File: config.mk
export PLATFORM = sky130hd
export DESIGN_NAME = mce_ram
export DESIGN_NICKNAME = d
export VERILOG_FILES = /design/src/rtl/metric_collect_and_elect_top_macros.svh /design/src/rtl/mce_ram.sv
export SDC_FILE = /design/constraint.sdc
export NUM_CORES = 1
export LEC_CHECK = 0
export ABC_AREA = 0
export ABC_CLOCK_PERIOD_IN_PS = 2300
export BUFFER_PORTS_ARGS = -buffer_cell sky130_fd_sc_hd__buf_2
export CORE_ASPECT_RATIO = 0.5
export CORE_MARGIN = 4
export CORE_UTILIZATION = 48
export DETAILED_ROUTE_END_ITERATION = 8
export PLACE_DENSITY = 0.66
export SYNTH_ARGS = -nofsm -noshare
export SYNTH_HDL_FRONTEND = slang
export SYNTH_SLANG_ARGS = --single-unit
export TNS_END_PERCENT = 1
File: constraint.sdc
create_clock -name clk -period 2.3 [get_ports clk]
set_input_delay 0.23 -clock clk [delete_from_list [all_inputs] [get_ports clk]]
set_output_delay 0.23 -clock clk [all_outputs]
set_load 0.02 [all_outputs]
File: src/rtl/metric_collect_and_elect_top_macros.svh
// Assertion macros for the metric collect and elect block.
// Used by the top level; expects signals named clk and arst_n in scope.
`ifndef METRIC_COLLECT_AND_ELECT_TOP_MACROS_SVH
`define METRIC_COLLECT_AND_ELECT_TOP_MACROS_SVH

// Same-cycle implication, checked on every rising clock edge outside reset.
`define MCE_ASSERT_IMP(label, ante, cons, msg) \
	label: assert property (@(posedge clk) disable iff (!arst_n) (ante) |-> (cons)) \
		else $error(msg);

// Next-cycle implication, checked on every rising clock edge outside reset.
`define MCE_ASSERT_NXT(label, ante, cons, msg) \
	label: assert property (@(posedge clk) disable iff (!arst_n) (ante) |=> (cons)) \
		else $error(msg);

`endif

File: src/rtl/mce_ram.sv
// Generic single-write, single-read synchronous RAM with registered read data.
// Depends on nothing.
`timescale 1ns / 1ps

module mce_ram #(
	parameter int WIDTH = 8,
	parameter int DEPTH = 16
) (
	input  logic                     clk,
	input  logic                     we,
	input  logic [$clog2(DEPTH)-1:0] waddr,
	input  logic [WIDTH-1:0]         wdata,
	input  logic                     re,
	input  logic [$clog2(DEPTH)-1:0] raddr,
	output logic [WIDTH-1:0]         rdata
);

	logic [WIDTH-1:0] mem [DEPTH];

	always_ff @(posedge clk) begin
		if (we) begin
			mem[waddr] <= wdata;
		end
	end

	always_ff @(posedge clk) begin
		if (re) begin
			rdata <= mem[raddr];
		end
	end

endmodule

Word-level counts from Yosys, hierarchy flattened:

Memories as Yosys holds them, arrays and structs flattened. A register that Yosys moved wholly into a read port is not among the register bits.
Cells that the tools add are included.

* output and inout bits: 8
* bits in writable memories: 128
* memories kept: 1
* bits of input ports: 19
* logic and storage cells: 3
* bits in registers: 0

* muxes and demuxes: 2

Memory list
* mem: words 16, width 8, rd ports 1, clocked after memory_dff 1, wr ports 1, line mce_ram.sv:18 `logic [WIDTH-1:0] mem [DEPTH];`

Operators by type and width (number)
* $mux 1: 2

Depth between registers and ports, before layout:

* depth after elaboration: 2
* depth in mapped cells: 5
* mapped depth without buffers: 3

Worst setup path before layout:

OpenSTA, ideal clock, no wires.

* kind: input to register
* from: input port waddr[2]
* to: memory mem[0][0] (enable)
* data arrival time: 1.340 ns
* path slack: 0.577 ns
* cell stages on the path: 2
* required time: 1.917 ns
* setup time: 0.383 ns
* buffers on the path: 0
* path through: or3b_2 nor3_1

RTL lines
* start, declared: line mce_ram.sv:11 `input logic [$clog2(DEPTH)-1:0] waddr,`
* end, declared: line mce_ram.sv:18

No word-level cell before the write port.

==> run_results.csv <==
group,metric,value,unit
placement,portBuffers,26,
placement,dpl.hpwl,6.57,mm
power,cellLeakagePower,2.12,nW
setup_path,cp_max_fo,1,
floorplanning,std_cell_rows,26,
clock_network,cts_hold_buf,0,
timing,fin_crit,1.67,ns
synth,avgSynthCellArea,22.8,µm²
clock_network,cts_resized,0,
clock_network,cts.sinks,136,
power,power.internal,0.00481,W
floorplanning,die_area,0.0127,mm²
clock_network,post_cts_buffers,0,
global_routing,grt.busiest_layer,"met2",
floorplanning,fp.dieW,156,µm
setup_path,r2r_setup_slack,0.63,ns
timing,max-slew-margin-rel,0.566,
cells_and_area,diodes,0,
run,cap_viol_max_count,0,
setup_path,crit_type,"flop to flop",
cells_and_area,drive_gt1_frac,0.304,
clock_network,ctsRootBufferMaster,"clkbuf_16",
placement,gp_congestion,0.772,
global_routing,grt_pass1_wl,15.9,mm
timing,setup_tns,0,ns
synth,ys_seq_elements,136,
route,drc_errors,0,
timing,finalHoldViolCount,0,
global_routing,grt_overflow,0,
clock_network,clockBufferDepth,2,
power,power_frac_seq,0.475,
global_routing,antenna_found_initial,0,
route,via_count,2575,
placement,dp_worst_setup_slack,0.233,ns
setup_path,r2r_cells,3,
power,clock_power_share,0.478,
global_routing,grt_usage,0.180,
clock_network,numCtsBuffers,17,
timing,rsz0062_at_grt,"false",
global_routing,grt_pass1_vias,2613,
run_status,status,"completed",
timing,fin_ws,0.628,ns
synth,synth_area,0.00523,mm²
global_routing,grtUsageMet1,0.256,
synth,ys_warn_count,0,
clock_network,clk_latency,0.41,ns
route,firstDrtPassIters,4,
global_routing,use_met2,0.261,
power,powerDensity,948,mW/mm²
power,switching_power,0.00110,W
hold_path,hp-start,"re",
setup_path,cp-start-kind,"flop",
global_routing,use_met3,0.0605,
floorplanning,io_pins,27,
setup_path,r2r-start,"mem[0][2]",
route,drt_iter0_drc,196,
floorplanning,coreArea,0.0104,mm²
timing,drv_slew,0,
timing,finalSetupViolCount,0,
synth,ys_seq_area_frac,0.781,
cells_and_area,nets,303,
global_routing,grt_max_degree,22,
power,ir_drop,0.410,mV
hold_path,hold_end,"rdata[1]",
route,drt-total-wl,10.4,mm
hold_path,min_path_cells,1,
setup_path,worstSetupEndpointType,"flop",
timing,finalCritPeriodShare,0.727,
route,wl_per_cell,23.8,µm
power,switching_share,0.187,
cells_and_area,area_growth,19.3,%
route,viasPerCell,5.91,
setup_path,worstPathRequired,2.45,ns
clock_network,cts_tree,"built",
clock_network,clk_pin_slew_worst_paths,0.06,ns
floorplanning,initial_core_util,0.502,
power,p_comb_frac,0.046,
synth,synth_cell_type_count,18,
timing,tightest_slew,0.649,ns
timing,clock.fmax,598,MHz
clock_network,htreeDepth,4,
route,postRouteAntennaNets,0,
synth,syn-num-nets,248,
setup_path,critPathArrivalTime,1.82,ns
timing,clock_skew,0.00541,ns
synth,synth_cells,229,
hold_path,hold_class,"input port to flop",
setup_path,r2r-end,"rdata[2]",
floorplanning,die_h,81.8,µm
==> worst max-delay path, cell delays in order (launching register included) <==
cell and delay (ns):
edfxtp_1 0.35, mux4_1 0.52, a22oi_1 0.43, nand2_1 0.10
==> routing by layer <==
metal | wire, µm | share of wire
met5 | 0 | 0
met4 | 124 | 0.012
met3 | 894 | 0.086
met2 | 4700 | 0.45
met1 | 4670 | 0.45
==> cell families after synthesis <==
kind of cell | synth area share
buffers and inverters | 0.0165
AO/OA/AOI/OAI | 0.0230
AND/OR/NAND/NOR | 0.0314
flip-flops | 0.781
multiplexers | 0.148
==> cell usage in the layout (no fill, tap or decap) <==
| cell | count |
|---|---|
| nand2b_1 | 2 |
| buf_4 | 18 |
| buf_2 | 26 |
| clkbuf_1 | 3 |
| clkinvlp_4 | 1 |
| nor2_1 | 13 |
| or3b_2 | 1 |
| and2_1 | 1 |
| nor3_1 | 4 |
| clkinv_1 | 3 |
| clkinv_2 | 2 |
| and2b_1 | 1 |
| clkbuf_16 | 17 |
| nand3_1 | 1 |
| mux4_1 | 14 |
| a22oi_1 | 16 |
| bufinv_16 | 5 |
| nand2_1 | 9 |
| edfxtp_1 | 136 |
| nor2b_1 | 1 |
| buf_12 | 2 |
| nand3b_1 | 2 |
| mux4_2 | 18 |
==> synthesized netlist by cell type (all sizes together) <==
| cell | number | area share |
|---|---|---|
| and2b | 1 | 0.0014 |
| nand2b | 2 | 0.0024 |
| or3b | 1 | 0.0017 |
| nor2 | 13 | 0.0093 |
| buf | 7 | 0.011 |
| nor2b | 1 | 0.0012 |
| nand3 | 1 | 0.00096 |
| and2 | 1 | 0.0012 |
| nand2 | 9 | 0.0065 |
| nand3b | 2 | 0.0029 |
| a22oi | 16 | 0.023 |
| clkdlybuf4s25 | 3 | 0.0057 |
| mux4 | 32 | 0.15 |
| edfxtp | 136 | 0.78 |
| nor3 | 4 | 0.0038 |
==> final cells by class <==
cell class	count	area, µm²
Clock buffer	20	437
Clock inverter	11	179
Fill cell	717	4170
Multi-Input combinational cell	83	1060
Sequential cell	136	4080
Tap cell	140	175
Timing Repair Buffer	46	305
==> through the flow <==
stage | hold WS, ns | util | instances | total power (W) | area (µm²)
6_report | 0.196 | 0.599 | 436 | 0.00591 | 6240
3_3_place_gp | 0.602 | 0.540 | 405 | 0.00312 | 5620
5_1_grt | 0.181 | 0.599 | 436 | 0.00610 | 6240
2_1_floorplan | 0.329 | - | 229 | 0.00301 | 5230
4_1_cts | 0.178 | 0.599 | 436 | 0.00596 | 6240
3_5_place_dp | 0.606 | 0.540 | 405 | 0.00313 | 5620
==> worst max-delay path by stage <==
stage	slack, ns	cells past startpoint	start	end
global placement	0.26	5	raddr[0]	rdata[3]
finish	0.63	3	mem[0][2]	rdata[2]
CTS	0.65	3	mem[0][2]	rdata[2]
floorplan	0.58	2	waddr[2]	mem[0][0]
global route	0.59	5	raddr[0]	rdata[5]
detailed placement	0.23	5	raddr[0]	rdata[3]
==> power groups by stage <==
stage	Clock, W	Combinational, W	Sequential, W
floorplan	0	0.000141	0.00287
global placement	0	0.000266	0.00286
detailed placement	0	0.000274	0.00286
CTS	0.00287	0.000275	0.00281
global route	0.00299	0.000296	0.00281
finish	0.00283	0.000275	0.00281
==> sequential cells by signal, indices dropped and copies added, names as in the netlist <==
name / cells
rdata: 8
mem: 128
(Power assumes the default switching activity.)
