==> config.mk <==
export PLATFORM = sky130hd
export DESIGN_NAME = mce_elect
export DESIGN_NICKNAME = d
export VERILOG_FILES = /design/src/rtl/metric_collect_and_elect_top_macros.svh /design/src/rtl/mce_pkg.sv /design/src/rtl/mce_elect.sv
export SDC_FILE = /design/constraint.sdc
export NUM_CORES = 1
export LEC_CHECK = 0
export BUFFER_PORTS_ARGS = -buffer_cell sky130_fd_sc_hd__buf_2
export CAP_MARGIN = 15
export CORE_MARGIN = 5
export CORE_UTILIZATION = 60
export CTS_CLUSTER_DIAMETER = 80
export DETAILED_ROUTE_END_ITERATION = 6
export PLACE_DENSITY = 0.79
export SLEW_MARGIN = 10
export SYNTH_ARGS = -nofsm -noshare
export SYNTH_HDL_FRONTEND = slang
export SYNTH_SLANG_ARGS = --single-unit
==> constraint.sdc <==
create_clock -name clk -period 4.45 [get_ports clk]
set_input_delay 1.335 -clock clk [delete_from_list [all_inputs] [get_ports clk]]
set_output_delay 1.335 -clock clk [all_outputs]
set_load 0.03 [all_outputs]
==> src/rtl/metric_collect_and_elect_top_macros.svh <==
// Assertion macros for the metric collect and elect block.
// Used by the top level; expects signals named clk and arst_n in scope.
`ifndef METRIC_COLLECT_AND_ELECT_TOP_MACROS_SVH
`define METRIC_COLLECT_AND_ELECT_TOP_MACROS_SVH

// Same-cycle implication, checked on every rising clock edge outside reset.
`define MCE_ASSERT_IMP(label, ante, cons, msg) \
	label: assert property (@(posedge clk) disable iff (!arst_n) (ante) |-> (cons)) \
		else $error(msg);

// Next-cycle implication, checked on every rising clock edge outside reset.
`define MCE_ASSERT_NXT(label, ante, cons, msg) \
	label: assert property (@(posedge clk) disable iff (!arst_n) (ante) |=> (cons)) \
		else $error(msg);

`endif

==> src/rtl/mce_pkg.sv <==
// Package for the metric collect and elect block: sizes, codes and record types.
// Used by mce_elect and the top level; depends on nothing.
`timescale 1ns / 1ps

package mce_pkg;

	localparam int MAX_ENTRIES = 64;
	localparam int IDX_W       = $clog2(MAX_ENTRIES);
	localparam int CNT_W       = $clog2(MAX_ENTRIES + 1);
	localparam int ID_W        = 64;
	localparam int RTT_W       = 40;
	localparam int KBPS_W      = 32;
	localparam int TIME_W      = 64;
	localparam int OP_W        = 3;
	localparam int SCORE_W     = RTT_W + 1;

	typedef enum logic [OP_W-1:0] {
		OP_START       = 3'd0,
		OP_ADD         = 3'd1,
		OP_COLL_DONE   = 3'd2,
		OP_ELECT       = 3'd3,
		OP_RESET_IDLE  = 3'd4,
		OP_READ_METRIC = 3'd5,
		OP_READ_RESULT = 3'd6
	} op_t;

	typedef enum logic [1:0] {
		CTRL_IDLE    = 2'd0,
		CTRL_COLLECT = 2'd1,
		CTRL_START   = 2'd2,
		CTRL_DONE    = 2'd3
	} ctrl_t;

	typedef enum logic [1:0] {
		ST_OK    = 2'd0,
		ST_STATE = 2'd1,
		ST_PARAM = 2'd2,
		ST_FULL  = 2'd3
	} status_t;

	typedef enum logic [1:0] {
		S_ACCEPT = 2'd0,
		S_READ_A = 2'd1,
		S_READ_B = 2'd2,
		S_SCAN   = 2'd3
	} fsm_t;

	// One stored participant metric.
	typedef struct packed {
		logic [ID_W-1:0]   id_high;
		logic [ID_W-1:0]   id_low;
		logic [RTT_W-1:0]  rtt;
		logic [KBPS_W-1:0] kbps;
	} entry_t;

	// One result transaction.
	typedef struct packed {
		status_t           status;
		ctrl_t             ctrl_now;
		logic [CNT_W-1:0]  count_now;
		logic [ID_W-1:0]   first_id_high;
		logic [ID_W-1:0]   first_id_low;
		logic [ID_W-1:0]   second_id_high;
		logic [ID_W-1:0]   second_id_low;
		logic [RTT_W-1:0]  read_rtt_ns;
		logic [KBPS_W-1:0] read_kbps;
		logic [TIME_W-1:0] elected_at_ns;
	} result_t;

	// Scan stream from the controller into the election unit.
	typedef struct packed {
		logic              clear;
		logic              vld;
		logic [IDX_W-1:0]  idx;
		logic [RTT_W-1:0]  rtt;
		logic [KBPS_W-1:0] kbps;
	} elect_in_t;

endpackage

==> src/rtl/mce_elect.sv <==
// Election unit: keeps the lowest and second-lowest score of a streamed scan.
// Depends on mce_pkg.
`timescale 1ns / 1ps

module mce_elect
	import mce_pkg::*;
(
	input  logic             clk,
	input  logic             arst_n,
	input  elect_in_t        el,
	output logic [IDX_W-1:0] host_pick,
	output logic [IDX_W-1:0] backup_pick
);

	logic signed [SCORE_W-1:0] score;
	logic signed [SCORE_W-1:0] best_score_q;
	logic signed [SCORE_W-1:0] bk_score_q;
	logic [IDX_W-1:0]          best_q;
	logic [IDX_W-1:0]          backup_q;
	logic                      has_bk_q;
	logic                      first;
	logic                      take_best;
	logic                      take_bk;

	// Score is rtt minus bandwidth; lower wins, a strict win is needed to displace.
	assign score     = SCORE_W'(el.rtt) - SCORE_W'(el.kbps);
	assign first     = el.vld && (el.idx == '0);
	assign take_best = el.vld && !first && (score < best_score_q);
	assign take_bk   = el.vld && !first && !take_best && (!has_bk_q || (score < bk_score_q));

	always_ff @(posedge clk or negedge arst_n) begin
		if (!arst_n) begin
			best_q   <= '0;
			backup_q <= '0;
			has_bk_q <= 1'b0;
		end else if (el.clear) begin
			best_q   <= '0;
			backup_q <= '0;
			has_bk_q <= 1'b0;
		end else if (first) begin
			best_q   <= '0;
			has_bk_q <= 1'b0;
		end else if (take_best) begin
			backup_q <= best_q;
			best_q   <= el.idx;
			has_bk_q <= 1'b1;
		end else if (take_bk) begin
			backup_q <= el.idx;
			has_bk_q <= 1'b1;
		end
	end

	always_ff @(posedge clk) begin
		if (first) begin
			best_score_q <= score;
		end else if (take_best) begin
			bk_score_q   <= best_score_q;
			best_score_q <= score;
		end else if (take_bk) begin
			bk_score_q <= score;
		end
	end

	assign host_pick   = best_q;
	assign backup_pick = backup_q;

endmodule

; ---- Word-level counts from Yosys, hierarchy flattened
; Index checks and enable logic that the tools add are counted.
[word_totals]
word_cells = 42
inputBits = 82
regBits = 95
out_inout_bits = 12
[classes]
n_bitwise = 1
order_cmp = 2
mux = 15
add_sub_neg = 1
n_reduce_logical = 17
eq_ne = 1
[op_table]
columns = operator, count
row1 = $mux 41, 4
row2 = $lt 41x41->1, 2
row3 = $mux 6, 7
row4 = $sub 40x32->41, 1
row5 = $logic_not 6->1, 1
row6 = $reduce_bool 3->1, 2
row7 = $logic_and 1x1->1, 5
row8 = $mux 1, 4
row9 = $reduce_and 2->1, 2
row10 = $reduce_bool 2->1, 2
row11 = $reduce_bool 4->1, 1
row12 = $logic_not 1->1, 3
row13 = $ne 2x1->1 const B, 1
row14 = $logic_or 1x1->1, 1
row15 = $not 1->1, 1

; ---- Longest topological paths before layout
[logic_depth]
ltp_word = 12
mapped_depth = 24
mapped_depth_nobuf = 22

; ---- Least setup slack after synthesis
; No wires, ideal clock.
[synth_path]
kind = input to register
startpoint = input port el[32] (netlist name)
endpoint = register bk_score_q[0] (enable)
path_stages = 21
required_ns = 3.912
t_arrival_ns = 6.177
setup_slack_ns = -2.265
setup_ns = 0.538
path_cell_list = inv_1 -> ha_1 -> inv_1 -> fa_1 -> a21o_1 -> a221oi_2 -> o21ai_1 -> a31o_1 -> a2111oi_2 -> a211oi_1 -> a221o_1 -> xnor2_2 -> ha_1 -> nand4_1 -> or4_1 -> o311a_1 -> mux2i_1 -> o21a_1 -> buf_2 -> buf_2 -> nand2_1
[synth_via]
elab_chain_cells = 8
word_cells_on_any_way = 10
classes_between = add/sub (1) / order compare (2) / reduce/logical (7)
[synth_lines]
columns = item, line
row1 = start: declaration, mce_elect.sv:10  ; input elect_in_t el,
row2 = $sub 40x32->41 *, mce_elect.sv:26  ; assign score = SCORE_W'(el.rtt) - SCORE_W'(el.kbps);
row3 = via score[38], mce_elect.sv:15  ; logic signed [SCORE_W-1:0] score;
row4 = $lt 41x41->1, mce_elect.sv:28  ; assign take_best = el.vld && !first && (score < best_score_q);
row5 = $logic_and 1x1->1, mce_elect.sv:28
row6 = $logic_not 1->1, mce_elect.sv:29  ; assign take_bk = el.vld && !first && !take_best && (!has_bk_q || (score < bk_score_q));
row7 = $logic_and 1x1->1 (2 in a row), mce_elect.sv:29
row8 = $reduce_bool 2->1 (no source line) *, -
row9 = $reduce_and 2->1 (no source line) *, -
row10 = end signal: assignment, mce_elect.sv:57  ; bk_score_q <= best_score_q;
row11 = end signal: assignment, mce_elect.sv:60  ; bk_score_q <= score;
row12 = end: declaration, mce_elect.sv:17  ; logic signed [SCORE_W-1:0] bk_score_q;
; Mark *: on every way through the listed nets, which the timed path passes. The rest lies on a longest branch.
; A chain may end at the register's enable or synchronous reset.

; ---- Worst setup path after layout
[layout_path]
startpoint = input port el[32] (netlist name)
endpoint = register bk_score_q[23], data pin
[layout_via]
elab_chain_cells = 4
word_cells_on_any_way = 5
classes_between = add/sub (1) / order compare (1) / mux (2) / reduce/logical (1)
[layout_lines]
columns = item, line
row1 = $sub 40x32->41, mce_elect.sv:26
row2 = via score[34], mce_elect.sv:15
row3 = $lt 41x41->1, mce_elect.sv:28
row4 = $logic_and 1x1->1, mce_elect.sv:28
row5 = $mux 41, mce_elect.sv:56  ; end else if (take_best) begin
; The timed path passes the listed nets, and every way through them passes these cells. The select of a mux whose other input is x is not followed.

==> flow_summary_export.csv <==
group,metric,value,unit
critical_path,cpPeakStageDelay,350,ps
floorplan,ios,94,
synthesis,async_flop_share,0.137,
floorplan,core-area,0.0126,sq mm
pwr,p_clk_frac,0.121,
pwr,p_comb_frac,0.625,
run_status,violations,"design-rule violations, negative setup slack",
synthesis,ys_ff_latch,95,
pwr,power.density,598,mW/mm^2
synthesis,synthTopCellsByCount,"inv_1, ha_1, edfxtp_1",
timing,finalSetupViolations,135,
clock_network,clock_path_buffers,2,
pwr,vdd_drop_max,0.000627,V
layout,diodes,0,
floorplan,die_x,123,um
layout,fin_util,0.883,
route,wl,34.6,mm
critical_path,critPathKind,"in2reg",
floorplan,start_util,0.611,
synthesis,synth_area_leader_cell,"edfxtp_1",
synthesis,synth_top_area_frac,0.320,
timing,final.period_utilization,1.46,
clock_network,cts_root_buffer,"clkbuf_16",
worst_hold_path,hold_class,"reg2reg",
floorplan,dieArea,0.0152,sq mm
global_route,grt_max_degree,18,
global_route,antenna_found_initial,0,
clock_network,cts_tree,"yes",
critical_path,path_max_fanout,7,
pwr,leakage,5.59,nW
place,pre_cts_slack,-2090,ps
synthesis,yosys-top-cells-area,"edfxtp_1, ha_1, inv_1",
route,vias,8995,
clock_network,clk_latency,370,ps
global_route,first_global_vias,8692,
critical_path,crit_required,4590,ps
timing,tns,-240870,ps
timing,worst_slack,-2070,ps
synthesis,synth.avg_cell_area,9.46,sq um
synthesis,synth_cells,812,
job,maxCapViolCount,0,
pwr,p_int,3.72,mW
global_route,grt-ovfl-total,0,
critical_path,endpoint_kind,"flop",
route,via_per_inst,6.93,
synthesis,ys_warn_count,0,
synthesis,yosysUniqueCellTypes,72,
global_route,grt_pass1_wl,44.4,mm
timing,worst_pin_slew,758,ps
clock_network,clkTransAtPathRegs,90,ps
synthesis,synth-seq-area-share,0.363,
floorplan,fp-row-count,41,
pwr,power_switching,2.92,mW
timing,skew,18.8,ps
pwr,p_sw_frac,0.440,
clock_network,cts_buffers,9,
synthesis,synth_edf_count,82,
timing,hold_viol,0,
layout,area_growth,44.5,%
place,place.port_buffers,93,
synthesis,netlist_area,0.00768,sq mm
timing,period_minus_slack,6520,ps
place,hpwl,16.4,mm
critical_path,crit_slowest_cell,"fa_2",
pwr,seq_power_share,0.254,
critical_path,cp-start-kind,"input pin",
global_route,groute.usage.overall,0.382,
route,drt_pre_antenna_iters,7,
synthesis,synth_fp_nets,1007,
route,ant_nets,0,
clock_network,clock-sinks,95,
layout,fin_nets,1316,
clock_network,cts.htree.levels,3,
synthesis,yosysMostFrequentCell,"inv_1",
critical_path,cp_data_arrival_time,6660,ps
route,first_iter_violations,1387,
floorplan,die-height,123,um
timing,fmax,0.153,GHz
route,wl_per_cell,26.6,um
synthesis,synth_flop_cell,"edfxtp_1",
run_status,status,"complete, but fails checks",
layout,drive_gt1_frac,0.380,
place,place.gp.congestion,0.902,
route,drc,64,
timing,rsz0062_at_grt,"true",
timing,report.final.slew_viol_count,0,
timing,slew_headroom,0.489,
area by class of cell:
class / count / area (sq um)
clock buffer: 9 / 225
clock inverter: 7 / 53.8
fill: 508 / 1470
inverter: 129 / 500
multi-input combinational: 574 / 4850
sequential: 95 / 2790
tap: 172 / 215
timing repair buffer: 312 / 2470
path summary, 6_finish.rpt:
path	from	to	slack, ps	depth (start not counted)
max	el[32]	bk_score_q[23]$_DFFE_PP_	-2070	29
min	backup_pick[3]$_DFFE_PN0P_	backup_pick[3]$_DFFE_PN0P_	560	2
max reg2reg	best_score_q[1]$_DFFE_PP_	bk_score_q[23]$_DFFE_PP_	950	14
min reg2reg	backup_pick[3]$_DFFE_PN0P_	backup_pick[3]$_DFFE_PN0P_	560	2
max in group asynchronous	arst_n	backup_pick[5]$_DFFE_PN0P_	3370	1
min in group asynchronous	arst_n	host_pick[2]$_DFFE_PN0P_	850	1
through the flow:
step	power, mW	cell area, sq um	hold WS [ps]	cells
after floorplan	3.25	7780	491	812
after global placement	4.05	9780	525	1243
after detailed placement	4.26	9780	542	1243
after CTS	5.71	10800	557	1288
after global routing	6.79	11100	568	1298
final	6.64	11100	561	1298
sequential cells by signal, indices dropped and copies added (netlist names):
| register | flops |
|---|---|
| backup_pick | 6 |
| best_score_q | 41 |
| has_bk_q | 1 |
| bk_score_q | 41 |
| host_pick | 6 |
what timing repair did:
item / in CTS / in global routing
gates resized for setup: 78 / 74
gates cloned: 11 / 1
setup buffers: 19 / 13
pin swaps: 28 / 28
endpoints found under the setup margin: 135 / 135
hold buffers: 0 / 0
kinds of logic after synthesis:
logic type,after synthesis,share of synthesized area
and+or+nand+nor,185,0.116
DFF,95,0.363
AOI/OAI and AO/OA,212,0.185
adders and majority gates,113,0.185
xor gates and xnor gates,35,0.0409
buffers and inverters,146,0.0736
muxes,26,0.0366
power by group through the flow:
stage               sequential (mW)  combinational (mW)  clock, mW
floorplan                      1.67                1.59          0
global placement               1.62                2.44          0
detailed placement             1.64                2.62          0
CTS                            1.63                3.34      0.747
global route                   1.70                4.26      0.823
finish                         1.69                4.15      0.804
cells in the final DEF, fill, tap and decap left out, drive strengths merged, types with 15 or more instances in the layout:
cell type  count
a21o          35
a21oi         55
buf          311
edfxtp        82
ha           112
inv          131
mux2          17
nand2         71
nand4         16
nor2          39
o21ai         43
xnor2         20
xor2          15
critical path: cells and delay by family:
kind	cells	cell delay, ps
and+or+nand+nor	3	610
xor gates and xnor gates	1	320
adders and majority gates	3	790
buffers and inverters	11	1290
AOI/OAI and AO/OA	11	2280
routing by layer:
| layer | part of all wire | track usage | vias up |
|---|---|---|---|
| li1 | - | - | 3548 |
| met1 | 0.31 | 0.428 | 4031 |
| met2 | 0.44 | 0.639 | 994 |
| met3 | 0.14 | 0.0897 | 422 |
| met4 | 0.11 | 0.269 | 0 |
| met5 | 0 | 0 | - |
No activity file was read; power rests on OpenSTA's default activity.
